**src/sv/cafa_pkg.sv**
```systemverilog
// Shared types and constants of the consensus append fast-ack block.
// No dependencies; imported by the top level, cafa_decide, checker and testbench.
package cafa_pkg;

  localparam logic [15:0] DEFAULT_PORT = 16'd9000;
  localparam logic [7:0]  APPEND_TYPE  = 8'h20;
  localparam logic [15:0] MIN_PAYLOAD  = 16'd35;
  // The ring depth must be a power of two; the slot is the low index bits.
  localparam int          RING_DEPTH_DEF = 4096;

  localparam logic [3:0] OUT_NOT_OURS  = 4'd0;
  localparam logic [3:0] OUT_OTHER     = 4'd1;
  localparam logic [3:0] OUT_WRONG_LDR = 4'd2;
  localparam logic [3:0] OUT_TRUNC     = 4'd3;
  localparam logic [3:0] OUT_STALE     = 4'd4;
  localparam logic [3:0] OUT_MISMATCH  = 4'd5;
  localparam logic [3:0] OUT_GAP       = 4'd6;
  localparam logic [3:0] OUT_APPENDED  = 4'd7;
  localparam logic [3:0] OUT_HEARTBEAT = 4'd8;
  localparam logic [3:0] OUT_DUPLICATE = 4'd9;

  typedef struct packed {
    logic        header_ok;
    logic [15:0] dest_port;
    logic [31:0] src_addr;
    logic [15:0] avail_len;
    logic [7:0]  msg_type;
    logic [31:0] msg_term;
    logic [31:0] entry_index;
    logic [31:0] prior_index;
    logic [31:0] prior_term;
    logic [15:0] sender_node;
    logic [15:0] entry_len;
    logic [63:0] now_time;
  } in_t;

  typedef struct packed {
    logic        verdict;
    logic [3:0]  outcome;
    logic [31:0] reply_index;
    logic        appended;
    logic [31:0] ev_term;
    logic [31:0] ev_prior_index;
    logic [31:0] ev_prior_term;
    logic [15:0] ev_len;
    logic [15:0] ev_node;
    logic [63:0] ev_time;
    logic [63:0] seen_time;
    logic [31:0] term_now;
  } out_t;

  // Follower state kept in flip-flops.
  typedef struct packed {
    logic [31:0] leader_term;
    logic [31:0] tail_idx;
    logic [31:0] tail_term;
    logic [31:0] leader_addr;
    logic [63:0] heard_at;
  } st_t;

  // One ring entry: tag in the upper half, term in the lower half.
  typedef struct packed {
    logic [31:0] tag;
    logic [31:0] term;
  } ring_t;

endpackage

```
**src/sv/cafa_decide.sv**
```systemverilog
// Decision logic: checks one request against the follower state and ring entry.
// Depends on cafa_pkg.
module cafa_decide (
  input  logic [15:0]    listen_port_i,
  input  cafa_pkg::in_t  item_i,
  input  cafa_pkg::st_t  st_i,
  input  cafa_pkg::ring_t ring_i,
  output cafa_pkg::st_t  st_o,
  output logic           ring_we_o,
  output cafa_pkg::out_t res_o
);
  import cafa_pkg::*;

  logic        not_ours;
  logic        wrong_ldr;
  logic        trunc;
  logic        prior_ok;
  logic [31:0] next_index;
  logic [16:0] need_len;

  assign not_ours = !item_i.header_ok || (item_i.dest_port != listen_port_i) ||
                    (item_i.avail_len < MIN_PAYLOAD);
  assign wrong_ldr = (st_i.leader_addr != '0) && (st_i.leader_addr != item_i.src_addr);
  assign need_len = {1'b0, MIN_PAYLOAD} + {1'b0, item_i.entry_len};
  assign trunc = need_len > {1'b0, item_i.avail_len};
  assign next_index = st_i.tail_idx + 32'd1;

  always_comb begin
    if (item_i.prior_index == '0 && item_i.prior_term == '0) begin
      prior_ok = 1'b1;
    end else if (item_i.prior_index > st_i.tail_idx) begin
      prior_ok = 1'b0;
    end else if (item_i.prior_index == st_i.tail_idx) begin
      prior_ok = item_i.prior_term == st_i.tail_term;
    end else begin
      prior_ok = (ring_i.tag == item_i.prior_index) && (ring_i.term == item_i.prior_term);
    end
  end

  always_comb begin
    st_o      = st_i;
    ring_we_o = 1'b0;
    res_o     = '0;
    if (not_ours) begin
      res_o.outcome = OUT_NOT_OURS;
    end else if (item_i.msg_type != APPEND_TYPE) begin
      res_o.outcome = OUT_OTHER;
    end else if (wrong_ldr) begin
      res_o.outcome = OUT_WRONG_LDR;
    end else begin
      // The first source seen is latched even if a later check fails.
      if (st_i.leader_addr == '0) begin
        st_o.leader_addr = item_i.src_addr;
      end
      if (trunc) begin
        res_o.outcome = OUT_TRUNC;
      end else if (item_i.msg_term < st_i.leader_term) begin
        res_o.outcome = OUT_STALE;
      end else begin
        st_o.leader_term = item_i.msg_term;
        if (!prior_ok) begin
          res_o.outcome = OUT_MISMATCH;
        end else begin
          st_o.heard_at = item_i.now_time;
          if (item_i.entry_index == '0 && item_i.entry_len == '0) begin
            res_o.outcome = OUT_HEARTBEAT;
            res_o.verdict = 1'b1;
          end else if (item_i.entry_index == next_index && item_i.entry_len != '0) begin
            ring_we_o            = 1'b1;
            st_o.tail_idx        = item_i.entry_index;
            st_o.tail_term       = item_i.msg_term;
            res_o.outcome        = OUT_APPENDED;
            res_o.verdict        = 1'b1;
            res_o.appended       = 1'b1;
            res_o.ev_term        = item_i.msg_term;
            res_o.ev_prior_index = item_i.prior_index;
            res_o.ev_prior_term  = item_i.prior_term;
            res_o.ev_len         = item_i.entry_len;
            res_o.ev_node        = item_i.sender_node;
            res_o.ev_time        = item_i.now_time;
          end else if (item_i.entry_index <= st_i.tail_idx) begin
            res_o.outcome = OUT_DUPLICATE;
            res_o.verdict = 1'b1;
          end else begin
            res_o.outcome = OUT_GAP;
          end
          if (res_o.verdict) begin
            res_o.reply_index = (item_i.entry_index == '0) ? st_o.tail_idx
                                                           : item_i.entry_index;
          end
        end
      end
    end
    res_o.seen_time = st_o.heard_at;
    res_o.term_now  = st_o.leader_term;
  end

endmodule

```
**config.mk**
```make
export PLATFORM = sky130hd
export DESIGN_NAME = cafa_decide
export DESIGN_NICKNAME = d
export VERILOG_FILES = /design/src/sv/cafa_pkg.sv /design/src/sv/cafa_decide.sv
export SDC_FILE = /design/constraint.sdc
export NUM_CORES = 1
export LEC_CHECK = 0
export BUFFER_PORTS_ARGS = -buffer_cell sky130_fd_sc_hd__buf_2
export CAP_MARGIN = 20
export CELL_PAD_IN_SITES_DETAIL_PLACEMENT = 0
export CELL_PAD_IN_SITES_GLOBAL_PLACEMENT = 1
export CORE_AREA = 2 2 424 426
export DETAILED_ROUTE_END_ITERATION = 6
export DIE_AREA = 0 0 426 428
export PLACE_DENSITY = 0.3
export SLEW_MARGIN = 20
export SYNTH_ARGS = -nofsm -noshare
export SYNTH_HDL_FRONTEND = slang
export SYNTH_SLANG_ARGS = --single-unit
```
**constraint.sdc**
```tcl
create_clock -name vclk -period 4.55
set_clock_uncertainty 0.05 [all_clocks]
set_input_delay 0.455 -clock vclk [all_inputs]
set_output_delay 0.455 -clock vclk [all_outputs]
set_load 0.1 [all_outputs]
```
==> results of run 1 <==
## through the flow
stage | setup WS (ns) | std cells
2_1_floorplan | -0.342 | 1476
3_3_place_gp | -0.781 | 4949
3_5_place_dp | -0.689 | 4949
4_1_cts | -0.243 | 4962
5_1_grt | -0.452 | 4979
6_report | -0.196 | 4984
## cell families (layout without fill, tap and decap cells)
logic type	count (synthesis)	after routing
adders and majority gates	114	114
and+or+nand+nor	556	556
xor gates and xnor gates	199	199
other	0	12
muxes	117	117
buffers and inverters	257	1398
AOI/OAI and AO/OA	233	233
## layout by cell type (no fill, tap or decap), drive strengths merged, types with 4 or more instances in the layout
master   count
o22ai        4
o31ai        5
xor2        64
ha         113
mux2       116
clkbuf       5
buf       1300
a2111oi      7
nand3       27
a211oi       4
inv         92
nor2        35
and4        13
and2       144
a21o        58
and3        64
a21oi       65
nand4       63
nor3        15
o21a         5
a211o        4
o211ai       4
nand2       70
nor4        65
a221oi       4
nor2b       43
diode       12
xnor2      134
o21ai       47
## worst max path at each step
stage	from	endpoint	slack, ns	cells past startpoint
after floorplan	item_i[64]	st_o[173]	-0.34	18
after CTS	item_i[64]	st_o[59]	-0.24	21
after detailed placement	item_i[64]	st_o[61]	-0.69	20
after global routing	item_i[64]	st_o[110]	-0.45	22
after global placement	item_i[64]	st_o[61]	-0.78	20
final	item_i[65]	st_o[156]	-0.20	21
## power breakdown
| group | internal (mW) | total, mW | switching, mW |
|---|---|---|---|
| clock | 0.000000174 | 0.000000174 | 0 |
| sequential | 0 | 0 | 0 |
| combinational | 1.06 | 3.05 | 1.99 |
## final cells by class
cell class / count / area, um^2 / share of cell area [%]
inverter: 92 / 350 / 1.20
antenna: 12 / 30.0 / 0.103
tap: 2355 / 2950 / 10.1
multi-input combinational: 1219 / 10700 / 36.8
timing repair buffer: 1306 / 15100 / 51.8
## routing by layer
layer,GRT usage (%),up-vias,routed length (um)
met5,0,-,94
met4,3.70,14,4020
met3,4.15,102,10200
met2,28.5,625,76700
met1,14.5,7636,48400
li1,-,7469,-
## repair_timing
action | 4_1_cts | 5_1_grt
buffers inserted | 8 | 4
endpoints found under the hold margin | 0 | 0
pin swaps | 24 | 15
resized for setup | 102 | 31
hold buffers | 0 | 0
cloned | 5 | 6
endpoints found under the setup margin | 485 | 484
==> impl_metrics.json, run 1 <==
{
  "worstMarginPinSlew_ns": 0.895,
  "row_count": 155,
  "synth-simple-area-share_pct": 30.4,
  "top_level_ports": 1088,
  "seq_cells": 0,
  "fin_nets": 3301,
  "holdWs_ns": 1.24,
  "nClkBuffers": 0,
  "min_period_ns": 4.75,
  "cp_top_family": "simple AND/OR/NAND/NOR gates",
  "grt.overflow.total": 0,
  "synth.most_common_cell": "and2_1",
  "finalCritPeriodShare_pct": 104,
  "synth-warning-count": 0,
  "relSlewSlack_pct": 39.8,
  "path_class": "in -> out",
  "avgRoutedWirePerCell_um": 28.0,
  "grt_pass1_vias": 16890,
  "hpwl_mm": 127,
  "synthTopCellsByCount": "and2_1 (144), xnor2_1 (134), ha_1 (113), buf_4 (97), inv_1 (92)",
  "synth_nets": 2158,
  "hold_violations": 0,
  "hold_class": "in -> out",
  "io_buffer_count": 1088,
  "hold_end": "res_o[163]",
  "synth_compound_area_share_pct": 14.1,
  "end_kind": "output port",
  "whs_path_depth": 3,
  "synth_top_area_share_pct": 13.2,
  "grt.total_usage_pct": 14.4,
  "power_mw": 3.05,
  "fin_tns_setup_ns": -33.55,
  "synth_xor_area_share_pct": 16.4,
  "hp-start": "item_i[83]",
  "final_cell_area_um2": 29100,
  "gp_congestion": 0.855,
  "die_h_um": 428,
  "die_x_um": 426,
  "seq_area_frac_synth_pct": 0,
  "die-area_um2": 182000,
  "required_ns": 4.05,
  "cp.arrival_ns": 4.24,
  "fill_cells": 20156,
  "violations": "negative setup slack",
  "synth.distinct_cells": 68,
  "antenna_found_initial": 38,
  "drv_slew": 0,
  "crit_chain": "buf_8 > inv_4 > ha_4 > o21bai_4 > nand3_2 > nor2_2 > and3_1 > xor2_1 > ha_1 > a21o_1 > a21oi_2 > or3b_4 > o31ai_4 > buf_6 > nand4bb_4 > nor2b_4 > and2_4 > nand2_4 > buf_12 > mux2_2 > buf_12",
  "synth_largest_area_cell": "ha_1",
  "synth_top_family_by_area": "simple AND/OR/NAND/NOR gates",
  "viasPerCell": 3.18,
  "ir_drop_mv": 0.0736,
  "grt_max_degree": 47,
  "netlist_top_cells_area": "ha_1 (13%), xnor2_1 (11%), mux2_2 (9.5%)",
  "drt_pass1_iterations": 5,
  "p_leak_nw": 12.9,
  "yosys.area_share.adder_pct": 13.3,
  "placed_cell_area_um2": 28400,
  "wl_mm": 139,
  "powerDensity_nw_per_um2": 105,
  "drive_above_1_share_pct": 64.7,
  "critPathMaxStageDelay_ns": 0.40,
  "critPathMaxFanout": 34,
  "grt_pass1_wl_mm": 175,
  "yosys-mux-area-fraction_pct": 12.3,
  "fin_ws_ns": -0.196,
  "cpMostUsedCell": "buf_12",
  "start_util_pct": 6.04,
  "syn_to_final_growth_pct": 171,
  "setup_viol": 374,
  "critPathSlowestCell": "or3b_4",
  "core_um2": 178000,
  "rsz0062_at_grt": "yes",
  "max_cap_violations": 0,
  "syn_inst": 1476,
  "cp_num_buf_inv": 5,
  "max_freq_mhz": 211,
  "postRouteAntennaNets": 0,
  "critPathLaunchType": "input port",
  "synth_area_um2": 10700,
  "syn_area_per_cell_um2": 7.27,
  "drtIter0Drc": 634,
  "num_vias": 15846,
  "drc": 0,
  "run_status": "complete, but fails checks",
  "regArea_um2": 0,
  "final_util_pct": 16.4
}
(Power assumes the default switching activity.)
==> run 2, diff against run 1 <==
--- a/config.mk
+++ b/config.mk
@@ -12,7 +12,8 @@
 export CORE_AREA = 2 2 424 426
 export DETAILED_ROUTE_END_ITERATION = 6
 export DIE_AREA = 0 0 426 428
-export PLACE_DENSITY = 0.3
+export PLACE_DENSITY_LB_ADDON = 0.1
+export SKIP_LAST_GASP = 1
 export SLEW_MARGIN = 20
 export SYNTH_ARGS = -nofsm -noshare
 export SYNTH_HDL_FRONTEND = slang
==> constraint.sdc (replaced) <==
create_clock -name vclk -period 4
set_clock_uncertainty 0.05 [all_clocks]
set_input_delay 0.4 -clock vclk [all_inputs]
set_output_delay 0.4 -clock vclk [all_outputs]
set_load 0.1 [all_outputs]
==> impl_metrics.json, run 2 (synthesized netlist as in run 1, its figures left out) <==
{
  "die-area_um2": 182000,
  "fin_tns_setup_ns": -246.74,
  "final_util_pct": 17.8,
  "final_cell_area_um2": 31700,
  "finalCritPeriodShare_pct": 116,
  "grt_pass1_wl_mm": 190,
  "seq_cells": 0,
  "cp-endpoint": "st_o[109]",
  "gp_congestion": 0.847,
  "critPathMaxFanout": 8,
  "worstMarginPinSlew_ns": 1.14,
  "drive_above_1_share_pct": 68.1,
  "postRouteAntennaNets": 0,
  "placed_cell_area_um2": 29100,
  "preCtsSetupSlack_ns": -1.29,
  "avgRoutedWirePerCell_um": 28.9,
  "top_level_ports": 1088,
  "p_leak_nw": 14.1,
  "fin_ws_ns": -0.641,
  "path_class": "in -> out",
  "relSlewSlack_pct": 22.7,
  "required_ns": 3.55,
  "die_x_um": 426,
  "max_freq_mhz": 215,
  "cp.arrival_ns": 4.19,
  "drtIter0Drc": 579,
  "grt.total_usage_pct": 15.7,
  "die_h_um": 428,
  "critPathMaxStageDelay_ns": 0.40,
  "hold_violations": 0,
  "grt_max_degree": 36,
  "end_kind": "output port",
  "drt_pass1_iterations": 5,
  "nClkBuffers": 0,
  "layout_common_cells": "buf_2 (584), buf_12 (550), buf_4 (326)",
  "core_um2": 178000,
  "critPathSlowestCell": "or3b_4",
  "row_count": 155,
  "grt_pass1_vias": 18556,
  "crit_chain": "buf_8 > inv_6 > buf_6 > a21o_1 > nand2b_1 > and3_4 > buf_6 > nand2_4 > xnor2_4 > ha_2 > a21o_1 > a21oi_2 > or3b_4 > o31ai_4 > nand4bb_1 > buf_6 > nor2b_4 > and2_4 > nand2_8 > buf_12 > buf_16 > mux2_4 > buf_12",
  "critPathLaunchType": "input port",
  "wl_mm": 150,
  "io_buffer_count": 1088,
  "drc": 0,
  "setup_viol": 487,
  "viasPerCell": 3.26,
  "fin_nets": 3503,
  "powerDensity_nw_per_um2": 114,
  "ir_drop_mv": 0.0645,
  "num_vias": 16904,
  "hold_class": "in -> out",
  "grt.overflow.total": 0,
  "mostFrequentLayoutCell": "buf_2",
  "start_util_pct": 6.04,
  "run_status": "complete, but fails checks",
  "violations": "negative setup slack",
  "regArea_um2": 0,
  "min_period_ns": 4.64,
  "fill_cells": 20032,
  "antenna_found_initial": 97,
  "cpMostUsedCell": "buf_6",
  "rsz0062_at_grt": "yes",
  "max_cap_violations": 0,
  "crit_path_start": "item_i[65]",
  "hpwl_mm": 134,
  "syn_to_final_growth_pct": 195,
  "cts-hold-fix-buffers": 0,
  "drv_slew": 0,
  "power_mw": 3.60
}
-- run 2: layout make-up --
| class | count | area [um^2] | share of cell area (%) |
|---|---|---|---|
| inverters | 92 | 353 | 1.11 |
| repair buffers | 1508 | 17400 | 54.9 |
| diodes | 8 | 20.0 | 0.0632 |
| well taps | 2355 | 2950 | 9.31 |
| multi-input cells | 1219 | 11000 | 34.6 |
-- run 2: worst min path at each step --
| stage | slack, ns | cells past startpoint | endpoint | from |
|---|---|---|---|---|
| detailed placement | 1.14 | 3 | st_o[98] | st_i[98] |
| global route | 1.14 | 3 | res_o[160] | item_i[80] |
| global placement | 1.14 | 3 | st_o[98] | st_i[98] |
| floorplan | 0.97 | 1 | res_o[275] | item_i[211] |
| CTS | 1.13 | 3 | res_o[160] | item_i[80] |
| finish | 1.13 | 3 | res_o[160] | item_i[80] |
-- run 2: report_power, final --
group            total, mW  switching, mW  internal (mW)
clock          0.000000257              0    0.000000257
sequential               0              0              0
combinational         3.60           2.28           1.32
-- run 2: what timing repair did --
action / CTS / global route
setup buffers: 61 / 6
gates resized for setup: 306 / 83
setup endpoints to repair: 487 / 487
cloned: 28 / 2
pin swaps: 87 / 15
endpoints found under the hold margin: 0 / 0
-- run 2: layer usage --
metal  wire, um  vias up  share of wire, %  track usage (%)
met5        132        -             0.088                0
met4       2180       20               1.5             1.15
met3       6790      188               4.5             2.69
met2      87800      658                59             33.4
met1      52900     8161                35             16.0
li1           -     7877                 -                -
-- run 2: worst max-delay path: cells and delay by family --
| family | cells | cell delay, ns |
|---|---|---|
| AOI/OAI and AO/OA | 4 | 0.72 |
| xor gates and xnor gates | 1 | 0.14 |
| adders and majority gates | 1 | 0.18 |
| buffers and inverters | 8 | 0.99 |
| muxes | 1 | 0.32 |
| and+or+nand+nor | 8 | 1.39 |
-- run 2: metrics by stage --
| step | hold slack [ns] | cells |
|---|---|---|
| after detailed placement | 1.14 | 5089 |
| after global routing | 1.14 | 5179 |
| after global placement | 1.14 | 5089 |
| final | 1.13 | 5182 |
| after floorplan | 0.967 | 1476 |
| after CTS | 1.13 | 5178 |
==> run 3, diff against run 2 <==
--- a/config.mk
+++ b/config.mk
@@ -13,6 +13,7 @@
 export DETAILED_ROUTE_END_ITERATION = 6
 export DIE_AREA = 0 0 426 428
 export PLACE_DENSITY_LB_ADDON = 0.1
+export REMOVE_ABC_BUFFERS = 1
 export SKIP_LAST_GASP = 1
 export SLEW_MARGIN = 20
 export SYNTH_ARGS = -nofsm -noshare
==> impl_metrics.json, run 3 (synthesized netlist as in run 1, its figures left out) <==
{
  "crit_chain": "buf_8 > inv_4 > ha_4 > o21bai_4 > nand3_2 > nor2_2 > and3_4 > xor2_1 > ha_1 > a21o_1 > a21oi_2 > or3b_4 > o31ai_4 > nand4bb_1 > buf_6 > buf_6 > nor2b_4 > and3_4 > buf_12 > buf_16 > buf_12 > buf_12 > and2_4 > buf_12",
  "end_kind": "output port",
  "fin_nets": 3560,
  "layout_common_cells": "buf_2 (564), buf_12 (564), buf_4 (366)",
  "grt_pass1_wl_mm": 212,
  "sw_frac_of_total_pct": 63.6,
  "critPathLaunchType": "input port",
  "wl_mm": 172,
  "p_leak_nw": 14.2,
  "fill_cells": 20170,
  "hold_class": "in -> out",
  "top_level_ports": 1088,
  "cp_top_family": "simple AND/OR/NAND/NOR gates",
  "stdcell_count": 5253,
  "critPathMaxStageDelay_ns": 0.40,
  "rsz0062_at_grt": "yes",
  "gp_congestion": 0.875,
  "avgRoutedWirePerCell_um": 32.7,
  "row_count": 155,
  "viasPerCell": 3.26,
  "dp_cells": 5184,
  "die_h_um": 428,
  "hpwl_mm": 160,
  "die_x_um": 426,
  "violations": "negative setup slack",
  "antenna_found_initial": 97,
  "hold_violations": 0,
  "critPathMaxFanout": 12,
  "postRouteAntennaNets": 0,
  "max_cap_violations": 0,
  "start_util_pct": 6.04,
  "p_switching_mw": 2.40,
  "nClkBuffers": 0,
  "preCtsSetupSlack_ns": -1.39,
  "num_vias": 17131,
  "grt.total_usage_pct": 18.0,
  "fin_ws_ns": -0.687,
  "critPathSlowestCell": "or3b_4",
  "io_buffer_count": 1088,
  "min_period_ns": 4.69,
  "setup_viol": 487,
  "required_ns": 3.55,
  "drive_above_1_share_pct": 66.8,
  "max_freq_mhz": 213,
  "seq_cells": 0,
  "path_class": "in -> out",
  "p_seq_share_pct": 0,
  "worstMarginPinSlew_ns": 1.05,
  "drtIter0Drc": 753,
  "grt.overflow.total": 0,
  "cp.arrival_ns": 4.24,
  "powerDensity_nw_per_um2": 120,
  "drc": 0,
  "p_comb_share_pct": 100.0,
  "relSlewSlack_pct": 29.6,
  "finalCritPeriodShare_pct": 117,
  "cp_num_buf_inv": 9,
  "power_mw": 3.78,
  "cts-hold-fix-buffers": 0,
  "grt_max_degree": 58,
  "core_um2": 178000,
  "regArea_um2": 0,
  "run_status": "complete, but fails checks",
  "p_int_mw": 1.38,
  "grt_pass1_vias": 18225,
  "syn_to_final_growth_pct": 194,
  "pwr-share-clk_pct": 0,
  "drv_slew": 0,
  "ir_drop_mv": 0.0529,
  "drt_pass1_iterations": 4,
  "fin_tns_setup_ns": -275.61,
  "die-area_um2": 182000,
  "cpMostUsedCell": "buf_12"
}
[run 3: final timing paths]
| kind | start | to | slack, ns | cells past startpoint |
|---|---|---|---|---|
| worst min-delay path | item_i[92] | res_o[172] | 1.12 | 3 |
| worst max-delay path | item_i[65] | res_o[254] | -0.69 | 24 |
[run 3: repair_timing]
item                                   CTS  global route
pin swaps                               49            22
setup endpoints to repair              487           487
cloned                                  11             7
endpoints found under the hold margin    0             0
resized for setup                      252           157
buffers inserted                        15            22
[run 3: worst min-delay path: cells and delay by family]
kind          cells  cell delay (ns)
buf+inv           2             0.23
simple gates      1             0.13
[run 3: routing by layer]
layer,part of all wire [%],wire length [um],up-vias,track usage [%]
li1,-,-,8009,-
met5,0.11,181,-,0
met2,57,98100,626,37.1
met3,5.8,9990,164,4.10
met1,36,61100,8302,18.7
met4,1.4,2490,30,1.46
[run 3: cell type report]
class / instances / area, um^2 / area share (%)
multi-input combinational: 1219 / 10300 / 32.5
antenna: 22 / 55.1 / 0.175
inverter: 92 / 353 / 1.12
timing repair buffer: 1565 / 17900 / 56.8
tap: 2355 / 2950 / 9.35
[run 3: power by group through the flow]
stage / sequential (mW) / combinational [mW] / clock (mW)
CTS: 0 / 3.84 / 0
detailed placement: 0 / 3.79 / 0
floorplan: 0 / 1.67 / 0
global route: 0 / 3.97 / 0.000000169
global placement: 0 / 3.81 / 0
finish: 0 / 3.78 / 0.000000572
[run 3: stage by stage]
stage	hold slack (ns)	utilization, %	area [um^2]
after floorplan	1.17	-	9620
after global placement	1.16	16.6	29500
after detailed placement	1.16	16.6	29500
after CTS	1.12	17.4	30800
after global routing	1.14	17.7	31500
final	1.12	17.7	31500
